`src/rtl/core/lrmc_pkg.sv`:
```
`default_nettype none

package lrmc_pkg;

  // Field widths
  localparam int unsigned BTN_W      = 11;
  localparam int unsigned AXIS_W     = 16;
  localparam int unsigned DIST_W     = 16;
  localparam int unsigned DB_W       = 15;
  localparam int unsigned IDX_W      = 3;
  localparam int unsigned MODE_W     = 3;
  localparam int unsigned SQ_W       = 2 * AXIS_W - 1;   // x*x fits unsigned in 31 bits
  localparam int unsigned LIM_W      = 2 * DB_W;         // deadband squared
  localparam int unsigned MAG_W      = SQ_W + 1;         // x*x + y*y
  localparam int unsigned CFG_IDX_W  = 1;
  localparam int unsigned CFG_DATA_W = 16;

  // Button bit positions
  localparam int unsigned BTN_R1    = 0;
  localparam int unsigned BTN_L1    = 1;
  localparam int unsigned BTN_BOX   = 2;
  localparam int unsigned BTN_TRI   = 3;
  localparam int unsigned BTN_RING  = 4;
  localparam int unsigned BTN_RIGHT = 5;
  localparam int unsigned BTN_LEFT  = 6;
  localparam int unsigned BTN_UP    = 7;
  localparam int unsigned BTN_DOWN  = 8;
  localparam int unsigned BTN_L2    = 9;
  localparam int unsigned BTN_R2    = 10;

  // Configuration register indexes
  localparam logic [CFG_IDX_W-1:0] CFG_DEADBAND = 1'b0;
  localparam logic [CFG_IDX_W-1:0] CFG_DISARM   = 1'b1;

  // Reset values of the configuration registers
  localparam logic [DB_W-1:0]   DEADBAND_RST = 15'd3277;
  localparam logic [DIST_W-1:0] DISARM_RST   = 16'd50;

  // Mode codes as seen on the result channel
  localparam logic [MODE_W-1:0] MODE_CODE_UNARMED = 3'd0;
  localparam logic [MODE_W-1:0] MODE_CODE_STAND   = 3'd1;
  localparam logic [MODE_W-1:0] MODE_CODE_WALK    = 3'd2;
  localparam logic [MODE_W-1:0] MODE_CODE_WALK4   = 3'd3;
  localparam logic [MODE_W-1:0] MODE_CODE_STAND4  = 3'd4;
  localparam logic [MODE_W-1:0] MODE_CODE_ROTATE  = 3'd5;
  localparam logic [MODE_W-1:0] MODE_CODE_DANCE   = 3'd6;
  localparam logic [MODE_W-1:0] MODE_CODE_LOOK    = 3'd7;

  // Internal one-hot mode state
  typedef enum logic [7:0] {
    MODE_UNARMED = 8'b0000_0001,
    MODE_STAND   = 8'b0000_0010,
    MODE_WALK    = 8'b0000_0100,
    MODE_WALK4   = 8'b0000_1000,
    MODE_STAND4  = 8'b0001_0000,
    MODE_ROTATE  = 8'b0010_0000,
    MODE_DANCE   = 8'b0100_0000,
    MODE_LOOK    = 8'b1000_0000
  } mode_e;

  // Payload of the squaring stage
  typedef struct packed {
    logic [BTN_W-1:0]  buttons;
    logic [DIST_W-1:0] distance_mm;
    logic [SQ_W-1:0]   x_sq;
    logic [SQ_W-1:0]   y_sq;
    logic [LIM_W-1:0]  lim_sq;
  } lrmc_sq_t;

  function automatic logic [MODE_W-1:0] mode_code(mode_e m);
    logic [MODE_W-1:0] c;
    unique case (m)
      MODE_UNARMED: c = MODE_CODE_UNARMED;
      MODE_STAND:   c = MODE_CODE_STAND;
      MODE_WALK:    c = MODE_CODE_WALK;
      MODE_WALK4:   c = MODE_CODE_WALK4;
      MODE_STAND4:  c = MODE_CODE_STAND4;
      MODE_ROTATE:  c = MODE_CODE_ROTATE;
      MODE_DANCE:   c = MODE_CODE_DANCE;
      MODE_LOOK:    c = MODE_CODE_LOOK;
      default:      c = MODE_CODE_UNARMED;
    endcase
    return c;
  endfunction

endpackage

`default_nettype wire

```
`src/rtl/core/lrmc_if.sv`:
```
`default_nettype none

// Input channel: one control tick
interface lrmc_in_if;
  import lrmc_pkg::*;

  logic                     valid;
  logic                     ready;
  logic [BTN_W-1:0]         buttons;
  logic signed [AXIS_W-1:0] stick_x;
  logic signed [AXIS_W-1:0] stick_y;
  logic [DIST_W-1:0]        distance_mm;

  modport source (output valid, buttons, stick_x, stick_y, distance_mm, input ready);
  modport sink   (input valid, buttons, stick_x, stick_y, distance_mm, output ready);
  modport monitor (input valid, ready, buttons, stick_x, stick_y, distance_mm);
endinterface

// Result channel: mode, indices, enable level and pulses
interface lrmc_out_if;
  import lrmc_pkg::*;

  logic              valid;
  logic              ready;
  logic [MODE_W-1:0] mode;
  logic [IDX_W-1:0]  gait;
  logic [IDX_W-1:0]  stabiliser;
  logic              outputs_enabled;
  logic              center_servos;
  logic              reset_four_leg;
  logic              zero_body_angles;

  modport source (output valid, mode, gait, stabiliser, outputs_enabled, center_servos,
                  reset_four_leg, zero_body_angles, input ready);
  modport sink   (input valid, mode, gait, stabiliser, outputs_enabled, center_servos,
                  reset_four_leg, zero_body_angles, output ready);
  modport monitor (input valid, ready, mode, gait, stabiliser, outputs_enabled,
                   center_servos, reset_four_leg, zero_body_angles);
endinterface

`default_nettype wire

```
`src/rtl/core/lrmc_sq_stage.sv`:
```
`default_nettype none

// Input register with the stick and deadband squares
module lrmc_sq_stage (
  input  wire logic                      clk_i,
  input  wire logic                      rst_ni,
  lrmc_in_if.sink                        in_i,
  input  wire logic [lrmc_pkg::DB_W-1:0] deadband_i,
  input  wire logic                      next_ready_i,
  output logic                           valid_o,
  output lrmc_pkg::lrmc_sq_t             data_o
);
  import lrmc_pkg::*;

  logic               valid_q, valid_d;
  lrmc_sq_t           data_q, data_d;
  logic signed [2*AXIS_W-1:0] x_prod, y_prod;
  logic [2*DB_W-1:0]  db_prod;
  logic               take;

  assign in_i.ready = !valid_q || next_ready_i;
  assign take       = in_i.valid && in_i.ready;

  // Squares; a full-scale negative axis squares to 2^30, still positive
  always_comb begin
    x_prod  = in_i.stick_x * in_i.stick_x;
    y_prod  = in_i.stick_y * in_i.stick_y;
    db_prod = deadband_i * deadband_i;
    data_d.buttons     = in_i.buttons;
    data_d.distance_mm = in_i.distance_mm;
    data_d.x_sq        = x_prod[SQ_W-1:0];
    data_d.y_sq        = y_prod[SQ_W-1:0];
    data_d.lim_sq      = db_prod[LIM_W-1:0];
  end

  always_comb begin
    valid_d = valid_q;
    if (take) begin
      valid_d = 1'b1;
    end else if (next_ready_i) begin
      valid_d = 1'b0;
    end
  end

  always_ff @(posedge clk_i or negedge rst_ni) begin
    if (!rst_ni) begin
      valid_q <= 1'b0;
    end else begin
      valid_q <= valid_d;
    end
  end

  always_ff @(posedge clk_i) begin
    if (take) begin
      data_q <= data_d;
    end
  end

  assign valid_o = valid_q;
  assign data_o  = data_q;

endmodule

`default_nettype wire

```
`src/rtl/core/lrmc_mode_fsm.sv`:
```
`default_nettype none

// Mode state machine, index state and result register
module lrmc_mode_fsm #(
  parameter int unsigned GAIT_MODES = 4,
  parameter int unsigned STAB_MODES = 4
) (
  input  wire logic                        clk_i,
  input  wire logic                        rst_ni,
  input  wire logic                        valid_i,
  input  wire lrmc_pkg::lrmc_sq_t          data_i,
  input  wire logic [lrmc_pkg::DIST_W-1:0] disarm_i,
  output logic                             ready_o,
  lrmc_out_if.source                       out_o
);
  import lrmc_pkg::*;

  localparam logic [IDX_W-1:0] GAIT_LAST = IDX_W'(GAIT_MODES - 1);
  localparam logic [IDX_W-1:0] STAB_LAST = IDX_W'(STAB_MODES - 1);

  mode_e             mode_q, mode_d;
  logic [IDX_W-1:0]  gait_q, gait_d;
  logic [IDX_W-1:0]  stab_q, stab_d;
  logic [IDX_W-1:0]  saved_q, saved_d;
  logic              en_q, en_d;
  logic [BTN_W-1:0]  prev_q;
  logic              out_valid_q;
  logic              center_q, center_d;
  logic              reset4_q, reset4_d;
  logic              zero_q, zero_d;

  logic [BTN_W-1:0]  press, rel;
  logic [MAG_W-1:0]  mag;
  logic              outside, disarm, adv;

  function automatic logic [IDX_W-1:0] step_up(logic [IDX_W-1:0] v, logic [IDX_W-1:0] last);
    return (v == last) ? '0 : v + 1'b1;
  endfunction

  function automatic logic [IDX_W-1:0] step_dn(logic [IDX_W-1:0] v, logic [IDX_W-1:0] last);
    return (v == '0) ? last : v - 1'b1;
  endfunction

  assign ready_o = !out_valid_q || out_o.ready;
  assign adv     = valid_i && ready_o;

  // Edges and stick magnitude
  assign press   = data_i.buttons & ~prev_q;
  assign rel     = ~data_i.buttons & prev_q;
  assign mag     = {1'b0, data_i.x_sq} + {1'b0, data_i.y_sq};
  assign outside = mag > {{(MAG_W - LIM_W){1'b0}}, data_i.lim_sq};
  assign disarm  = press[BTN_R1] || (data_i.distance_mm <= disarm_i);

  // Next-state rules, disarm first
  always_comb begin
    mode_d   = mode_q;
    gait_d   = gait_q;
    stab_d   = stab_q;
    saved_d  = saved_q;
    en_d     = en_q;
    center_d = 1'b0;
    reset4_d = 1'b0;
    zero_d   = 1'b0;
    if (disarm) begin
      mode_d = MODE_UNARMED;
      en_d   = 1'b0;
    end else begin
      unique case (mode_q)
        MODE_UNARMED: begin
          if (press[BTN_L1]) begin
            mode_d   = MODE_STAND;
            en_d     = 1'b1;
            center_d = 1'b1;
          end
        end
        MODE_STAND, MODE_WALK: begin
          priority if (press[BTN_BOX]) begin
            mode_d   = MODE_STAND4;
            reset4_d = 1'b1;
          end else if (press[BTN_TRI]) begin
            mode_d = MODE_DANCE;
          end else if (press[BTN_RIGHT]) begin
            gait_d = step_up(gait_q, GAIT_LAST);
          end else if (press[BTN_LEFT]) begin
            gait_d = step_dn(gait_q, GAIT_LAST);
          end else if (press[BTN_UP]) begin
            stab_d = step_up(stab_q, STAB_LAST);
          end else if (press[BTN_DOWN]) begin
            stab_d = step_dn(stab_q, STAB_LAST);
          end else if (data_i.buttons[BTN_L2]) begin
            mode_d = MODE_ROTATE;
          end else if (mode_q == MODE_STAND) begin
            if (data_i.buttons[BTN_R2]) begin
              saved_d = stab_q;
              mode_d  = MODE_LOOK;
            end else if (outside) begin
              mode_d = MODE_WALK;
            end
          end else if (!outside) begin
            mode_d = MODE_STAND;
          end
        end
        MODE_WALK4: begin
          if (press[BTN_RING]) begin
            mode_d = MODE_STAND;
          end else if (!outside) begin
            mode_d = MODE_STAND4;
          end
        end
        MODE_STAND4: begin
          if (press[BTN_RING]) begin
            mode_d = MODE_STAND;
          end else if (outside) begin
            mode_d = MODE_WALK4;
          end
        end
        MODE_ROTATE: begin
          if (rel[BTN_L2]) begin
            mode_d = MODE_STAND;
          end
        end
        MODE_DANCE: begin
          if (press[BTN_RING]) begin
            mode_d = MODE_STAND;
          end
        end
        MODE_LOOK: begin
          if (rel[BTN_R2]) begin
            mode_d = MODE_STAND;
            stab_d = saved_q;
            zero_d = 1'b1;
          end
        end
        default: begin
          mode_d = MODE_UNARMED;
          en_d   = 1'b0;
        end
      endcase
    end
  end

  // State doubles as the result payload; it moves only when a result is loaded
  always_ff @(posedge clk_i or negedge rst_ni) begin
    if (!rst_ni) begin
      mode_q      <= MODE_UNARMED;
      gait_q      <= '0;
      stab_q      <= '0;
      saved_q     <= '0;
      en_q        <= 1'b0;
      prev_q      <= '0;
      out_valid_q <= 1'b0;
    end else begin
      if (adv) begin
        mode_q  <= mode_d;
        gait_q  <= gait_d;
        stab_q  <= stab_d;
        saved_q <= saved_d;
        en_q    <= en_d;
        prev_q  <= data_i.buttons;
      end
      if (ready_o) begin
        out_valid_q <= valid_i;
      end
    end
  end

  // Pulse fields of the result register
  always_ff @(posedge clk_i) begin
    if (adv) begin
      center_q <= center_d;
      reset4_q <= reset4_d;
      zero_q   <= zero_d;
    end
  end

  assign out_o.valid            = out_valid_q;
  assign out_o.mode             = mode_code(mode_q);
  assign out_o.gait             = gait_q;
  assign out_o.stabiliser       = stab_q;
  assign out_o.outputs_enabled  = en_q;
  assign out_o.center_servos    = center_q;
  assign out_o.reset_four_leg   = reset4_q;
  assign out_o.zero_body_angles = zero_q;

endmodule

`default_nettype wire

```
`src/rtl/core/legged_robot_mode_controller.sv`:
```
`default_nettype none

// Gamepad-driven mode controller for a legged robot. Each transaction on in_i is one control
// tick (button levels, left stick, range reading) and yields exactly one transaction on
// out_o with the mode, gait and stabiliser indices, the servo enable level and the
// center/reset/zero pulses. One tick is taken every clock cycle while out_o.ready is high.
// A tick is held first in the squaring register (stick and deadband squares), then in the
// mode update, whose state registers also hold the result. in_i.ready drops only while both
// stages are full and out_o.ready is low. The deadband (index 0, reset 3277) and the disarm
// range (index 1, reset 50) are written through cfg_we_i/cfg_idx_i/cfg_data_i, bits above the
// register width dropped. The user must write only while no tick is in flight; not enforced.
module legged_robot_mode_controller #(
  parameter int unsigned GAIT_MODES = 4,
  parameter int unsigned STAB_MODES = 4
) (
  input  wire logic                            clk_i,
  input  wire logic                            rst_ni,
  input  wire logic                            cfg_we_i,
  input  wire logic [lrmc_pkg::CFG_IDX_W-1:0]  cfg_idx_i,
  input  wire logic [lrmc_pkg::CFG_DATA_W-1:0] cfg_data_i,
  lrmc_in_if.sink                              in_i,
  lrmc_out_if.source                           out_o
);
  import lrmc_pkg::*;

  logic [DB_W-1:0]   deadband_q;
  logic [DIST_W-1:0] disarm_q;
  logic              sq_valid;
  lrmc_sq_t          sq_data;
  logic              fsm_ready;

  // Configuration registers
  always_ff @(posedge clk_i or negedge rst_ni) begin
    if (!rst_ni) begin
      deadband_q <= DEADBAND_RST;
      disarm_q   <= DISARM_RST;
    end else if (cfg_we_i) begin
      unique case (cfg_idx_i)
        CFG_DEADBAND: deadband_q <= cfg_data_i[DB_W-1:0];
        CFG_DISARM:   disarm_q   <= cfg_data_i[DIST_W-1:0];
        default:      ;
      endcase
    end
  end

  lrmc_sq_stage u_sq (
    .clk_i        (clk_i),
    .rst_ni       (rst_ni),
    .in_i         (in_i),
    .deadband_i   (deadband_q),
    .next_ready_i (fsm_ready),
    .valid_o      (sq_valid),
    .data_o       (sq_data)
  );

  lrmc_mode_fsm #(
    .GAIT_MODES (GAIT_MODES),
    .STAB_MODES (STAB_MODES)
  ) u_fsm (
    .clk_i    (clk_i),
    .rst_ni   (rst_ni),
    .valid_i  (sq_valid),
    .data_i   (sq_data),
    .disarm_i (disarm_q),
    .ready_o  (fsm_ready),
    .out_o    (out_o)
  );

endmodule

`default_nettype wire

```
`src/flat_wrapper.sv`:
```
// flat-port wrapper written by rule: the top's interface ports become plain ports
module legged_robot_mode_controller_flat import lrmc_pkg::*;
#(
  parameter int unsigned GAIT_MODES = 4,
  parameter int unsigned STAB_MODES = 4
)
  (clk_i, rst_ni, cfg_we_i, cfg_idx_i, cfg_data_i, in_i_valid, in_i_buttons, in_i_stick_x, in_i_stick_y, in_i_distance_mm, in_i_ready, out_o_valid, out_o_mode, out_o_gait, out_o_stabiliser, out_o_outputs_enabled, out_o_center_servos, out_o_reset_four_leg, out_o_zero_body_angles, out_o_ready);
  lrmc_in_if in_i_i ();
  lrmc_out_if out_o_i ();
  input  wire logic clk_i;
  input  wire logic rst_ni;
  input  wire logic cfg_we_i;
  input  wire logic [lrmc_pkg::CFG_IDX_W-1:0] cfg_idx_i;
  input  wire logic [lrmc_pkg::CFG_DATA_W-1:0] cfg_data_i;
  input wire logic [$bits(in_i_i.valid)-1:0] in_i_valid;
  input wire logic [$bits(in_i_i.buttons)-1:0] in_i_buttons;
  input wire logic [$bits(in_i_i.stick_x)-1:0] in_i_stick_x;
  input wire logic [$bits(in_i_i.stick_y)-1:0] in_i_stick_y;
  input wire logic [$bits(in_i_i.distance_mm)-1:0] in_i_distance_mm;
  output wire logic [$bits(in_i_i.ready)-1:0] in_i_ready;
  output wire logic [$bits(out_o_i.valid)-1:0] out_o_valid;
  output wire logic [$bits(out_o_i.mode)-1:0] out_o_mode;
  output wire logic [$bits(out_o_i.gait)-1:0] out_o_gait;
  output wire logic [$bits(out_o_i.stabiliser)-1:0] out_o_stabiliser;
  output wire logic [$bits(out_o_i.outputs_enabled)-1:0] out_o_outputs_enabled;
  output wire logic [$bits(out_o_i.center_servos)-1:0] out_o_center_servos;
  output wire logic [$bits(out_o_i.reset_four_leg)-1:0] out_o_reset_four_leg;
  output wire logic [$bits(out_o_i.zero_body_angles)-1:0] out_o_zero_body_angles;
  input wire logic [$bits(out_o_i.ready)-1:0] out_o_ready;
  assign in_i_i.valid = in_i_valid;
  assign in_i_i.buttons = in_i_buttons;
  assign in_i_i.stick_x = in_i_stick_x;
  assign in_i_i.stick_y = in_i_stick_y;
  assign in_i_i.distance_mm = in_i_distance_mm;
  assign in_i_ready = in_i_i.ready;
  assign out_o_valid = out_o_i.valid;
  assign out_o_mode = out_o_i.mode;
  assign out_o_gait = out_o_i.gait;
  assign out_o_stabiliser = out_o_i.stabiliser;
  assign out_o_outputs_enabled = out_o_i.outputs_enabled;
  assign out_o_center_servos = out_o_i.center_servos;
  assign out_o_reset_four_leg = out_o_i.reset_four_leg;
  assign out_o_zero_body_angles = out_o_i.zero_body_angles;
  assign out_o_i.ready = out_o_ready;
  legged_robot_mode_controller #(.GAIT_MODES(GAIT_MODES), .STAB_MODES(STAB_MODES)) u_core (.clk_i(clk_i), .rst_ni(rst_ni), .cfg_we_i(cfg_we_i), .cfg_idx_i(cfg_idx_i), .cfg_data_i(cfg_data_i), .in_i(in_i_i), .out_o(out_o_i));
endmodule
```
`config.mk`:
```
export PLATFORM = sky130hd
export DESIGN_NAME = legged_robot_mode_controller_flat
export DESIGN_NICKNAME = d
export VERILOG_FILES = /design/src/rtl/core/lrmc_pkg.sv /design/src/rtl/core/lrmc_if.sv /design/src/rtl/core/lrmc_sq_stage.sv /design/src/rtl/core/lrmc_mode_fsm.sv /design/src/rtl/core/legged_robot_mode_controller.sv /design/src/flat_wrapper.sv
export SDC_FILE = /design/constraint.sdc
export NUM_CORES = 2
export LEC_CHECK = 0
export BUFFER_PORTS_ARGS = -buffer_cell sky130_fd_sc_hd__buf_4
export CAP_MARGIN = 20
export CELL_PAD_IN_SITES_DETAIL_PLACEMENT = 1
export CELL_PAD_IN_SITES_GLOBAL_PLACEMENT = 1
export CORE_MARGIN = 1
export CORE_UTILIZATION = 30
export CTS_CLUSTER_DIAMETER = 80
export DETAILED_ROUTE_END_ITERATION = 7
export GPL_ROUTABILITY_DRIVEN = 0
export PLACE_DENSITY = 0.5
export SLEW_MARGIN = 20
export SYNTH_ARGS = -nofsm -noshare
export SYNTH_HDL_FRONTEND = slang
export SYNTH_SLANG_ARGS = --single-unit
```
`constraint.sdc`:
```
create_clock -name clk_i -period 10.3 [get_ports clk_i]
set_input_delay 2.06 -clock clk_i [delete_from_list [all_inputs] [get_ports clk_i]]
set_output_delay 2.06 -clock clk_i [all_outputs]
set_load 0.05 [all_outputs]
```
==> impl_results.md <==
- Syn-to-layout area delta: 8.540%
- Maxcap violations: 0
- Placed Cells: about 4.8k
- Initial antenna violation count: 2
- Critical Path Source: in_i_stick_y[2]
- Worst path max stage delay: about 0.73 ns
- Drt pass-1 iters: 4
- Worst EP required: between 10 and 15 ns
- Reg2Reg Launch Point: u_core.deadband_q[8]$_DFFE_PN0P_
- Dpl hpwl: 66450 um
- Skew-Pair Late Insertion Delay: 0.49 ns
- Root Driver: clkbuf_16
- Most used cell, CP: fa_1
- Chip Width: about 330 um
- Nature of the critical path endpoint: register
- Post-CTS Resized: 0
- CP cell instances: buf_4, inv_1, nor2_1, fa_1, inv_1, fa_1, fa_1, fa_1, inv_1, fa_1, inv_1, fa_1, inv_1, ha_1, a211o_1, nor3_1, a2111oi_0, o41ai_2, o211ai_1, o31a_1, xor2_1
- Yosys warnings: 0
- Type of the most critical hold path: register to register
- Total congestion overflow: 0
- Final slew viol count: 0
- Distinct cell type count after synthesis: between 70 and 80
- Main flop type after synthesis: edfxtp_1
- Clock transition at the registers of the reported paths: 0.07 ns
- Vias/cell: 4.512
- Hold path startpoint: u_core.u_fsm.prev_q[9]$_DFFE_PN0P_
- Fmax: approximately 0.12 GHz
- Final setup violating endpoints: 0
- Asr flop ratio synth: around 34%
- Postcts setup bufs: 0
- Fin Setup TNS: 0 ns
- Share of cells above drive strength 1: about 6%
- Initial drt markers: 502
- Final Skew: ~0.019 ns
- Worst-Margin Slew: 1.058 ns
- Site row count: 120
- CP delay by family, top: adder cells
- Netlist Area Pre-Place: ~0.033 mm^2
- Post-synthesis sequential area ratio: approximately 16%
- # clock sinks: ~180
- First-pass GRT wire length: approximately 130000 um
- Status: complete, no violations
- Layout fillers: about 12k
- CTS tree: done
- IO Pins: 96
- Worst path slowest cell: o41ai_2
- Initial Util: a little under a third
- Peak fanout along the critical path: 13
- Die ar.: 0.1098 mm^2
- RSZ-0062 raised after global routing: no
- Syn_nets: 4379
- Mapped Cells: approximately 3.4k
- Post-synthesis area per instance: between 9 and 10 um^2
- Endpoints failing hold: 0
- # hold bufs at CTS: 0
- Tot GR Track Use: 15.27%
- WS Path Type: primary input to register
- Final period util: 78.50%
- #FFs+latches synth: roughly 180
- Placeable Area: ~0.11 mm^2
- CP arrival: roughly 8.3 ns
- H-tree depth: 4
- Cts bufs inserted: 17
- Avg WL per Cell: ~16 um
- # DRC: 0
- Nets@finish: ~4.4k
- Setup crit start kind: primary input
- Buffers on Ports: between 90 and 100
- Routed Antenna Nets: 0
- Largest net degree at the start of global routing: 71
- Die Ht: about 330 um
- Vias in the first global route: about 25k
- EDFF count, synth: around 120
- Detailed Route WL: 78360 um
- CTS max path bufs: 2
- Normalized max-slew margin: slightly below 30%
- Min cycle time layout: 8.086 ns
- Post-Layout Cell Count: ~4.8k
- Critical path buffers and inverters: 6
- DR vias: between 20k and 25k
-- metal layers --
metal | share of wire (%) | wire length [um] | GRT usage, % | vias up
li1 | - | - | - | 10400
met1 | 44 | 34210 | 19.21 | 11160
met2 | 54 | 42040 | 28.44 | 138
met3 | 1.7 | 1342 | 1.421 | 47
met4 | 0.96 | 753 | 2.593 | 2
met5 | 0.017 | 13 | 0 | -
-- cell usage after synthesis, types with 16 or more instances --
library cell | instances | area share (%)
fa_1 | 596 | 37
xnor2_1 | 103 | 2.8
ha_1 | 337 | 13
nand3_1 | 35 | 0.54
nor2b_1 | 28 | 0.54
edfxtp_1 | 119 | 11
nand4_1 | 16 | 0.31
dfrtp_1 | 51 | 3.9
a21o_1 | 47 | 1.1
o21ai_0 | 59 | 0.91
nor2_1 | 129 | 1.5
nand2_1 | 280 | 3.2
a31oi_1 | 16 | 0.31
nand2b_1 | 37 | 0.71
mux2_2 | 42 | 1.5
inv_1 | 909 | 10
a21oi_1 | 105 | 1.6
clkbuf_1 | 71 | 0.82
and2_1 | 126 | 2.4
o21a_1 | 17 | 0.39
xor2_1 | 30 | 0.81
nor3_1 | 32 | 0.49
-- area by class of cell --
class / instances / area [um^2] / area share [%]
antenna: 1 / 2.502 / 0.007082
clock buffer: 18 / 429.2 / 1.215
clock inverter: 14 / 160.2 / 0.4533
inverter: 910 / 3416 / 9.667
multi-input combinational: 2197 / 23700 / 67.09
sequential: 181 / 5139 / 14.54
tap: 1403 / 1755 / 4.968
timing repair buffer: 97 / 728.2 / 2.061
-- placed cells by master (no fill, tap or decap), drive strengths merged, types with 7 or more instances in the layout --
| master | netlist | routed |
|---|---|---|
| xor2 | 30 | 30 |
| o21bai | 12 | 12 |
| nor2 | 129 | 129 |
| nor2b | 28 | 28 |
| or3 | 7 | 7 |
| inv | 910 | 919 |
| clkbuf | 71 | 18 |
| a21oi | 106 | 106 |
| and3 | 15 | 15 |
| o21ai | 60 | 60 |
| buf | 6 | 97 |
| mux2 | 44 | 44 |
| nand2 | 280 | 280 |
| a21o | 47 | 47 |
| dfstp | 11 | 11 |
| fa | 596 | 596 |
| and2 | 126 | 126 |
| ha | 337 | 337 |
| nand4 | 16 | 16 |
| o211ai | 13 | 13 |
| a31o | 8 | 8 |
| edfxtp | 119 | 119 |
| nand3 | 35 | 35 |
| a211oi | 10 | 10 |
| mux2i | 8 | 8 |
| o21a | 17 | 17 |
| nor3 | 32 | 32 |
| dfrtp | 51 | 51 |
| a31oi | 16 | 16 |
| or2 | 7 | 7 |
| nand2b | 37 | 37 |
| xnor2 | 103 | 103 |
-- cell families after synthesis --
family | after synthesis | share of synthesized area, %
AND/OR/NAND/NOR | 734 | 10.86
adder cells (fa/ha/maj) | 933 | 49.60
flip-flops | 181 | 15.79
buffers and inverters | 987 | 11.41
XOR/XNOR | 133 | 3.578
multiplexers | 52 | 1.780
AO/OA/AOI/OAI | 345 | 6.987
-- worst paths after layout --
kind / end / slack, ns / cells after the start
max in group asynchronous: u_core.disarm_q[15]$_DFFE_PN0P_ / 8.07 / 1
min reg2reg: u_core.u_fsm.prev_q[9]$_DFFE_PN0P_ / 0.50 / 1
min in group asynchronous: u_core.u_fsm.out_o.stabiliser[0]$_DFFE_PN0P_ / 1.68 / 1
min: u_core.u_fsm.prev_q[9]$_DFFE_PN0P_ / 0.50 / 1
max reg2reg: u_core.u_sq.data_o[29]$_DFFE_PP_ / 3.49 / 19
max: u_core.u_sq.data_o[58]$_DFFE_PP_ / 2.21 / 21
-- through the flow --
step                util (%)  worst slack, ns  hold WS (ns)  cell area [um^2]
floorplan                  -            2.427        0.4520             32550
global placement       32.36            1.753        0.4756             34740
detailed placement     32.36            1.644        0.4861             34740
CTS                    32.91            2.181        0.5028             35330
global route           32.91            1.879        0.5096             35330
finish                 32.91            2.214        0.5035             35330
-- worst register-to-register path, delay by kind of cell, from the launching register on --
kind | cells | cell delay, ns
fa+ha+maj | 7 | 3.37
xor+xnor | 1 | 0.24
simple gates | 3 | 0.89
flops | 1 | 0.86
buf+inv | 3 | 0.16
compound gates | 5 | 1.09
-- registers in the layout, indices dropped and copies added (netlist names) --
name and flops:
u_core.u_fsm.prev_q 11, u_core.u_fsm.out_o.zero_body_angles 1, u_core.u_fsm.out_o.valid 1, u_core.u_fsm.out_o.gait 3, u_core.u_fsm.saved_q 3, u_core.u_fsm.out_o.outputs_enabled 1, u_core.u_sq.valid_o 1, u_core.u_fsm.out_o.reset_four_leg 1
u_core.disarm_q 16, u_core.deadband_q 15, u_core.u_fsm.out_o.stabiliser 3, u_core.u_sq.data_o 116, u_core.u_fsm.out_o.center_servos 1, u_core.u_fsm.mode_q 8
Power is not shown: default switching activity piles up to over one toggle a cycle in this logic, so the estimate is an artifact.
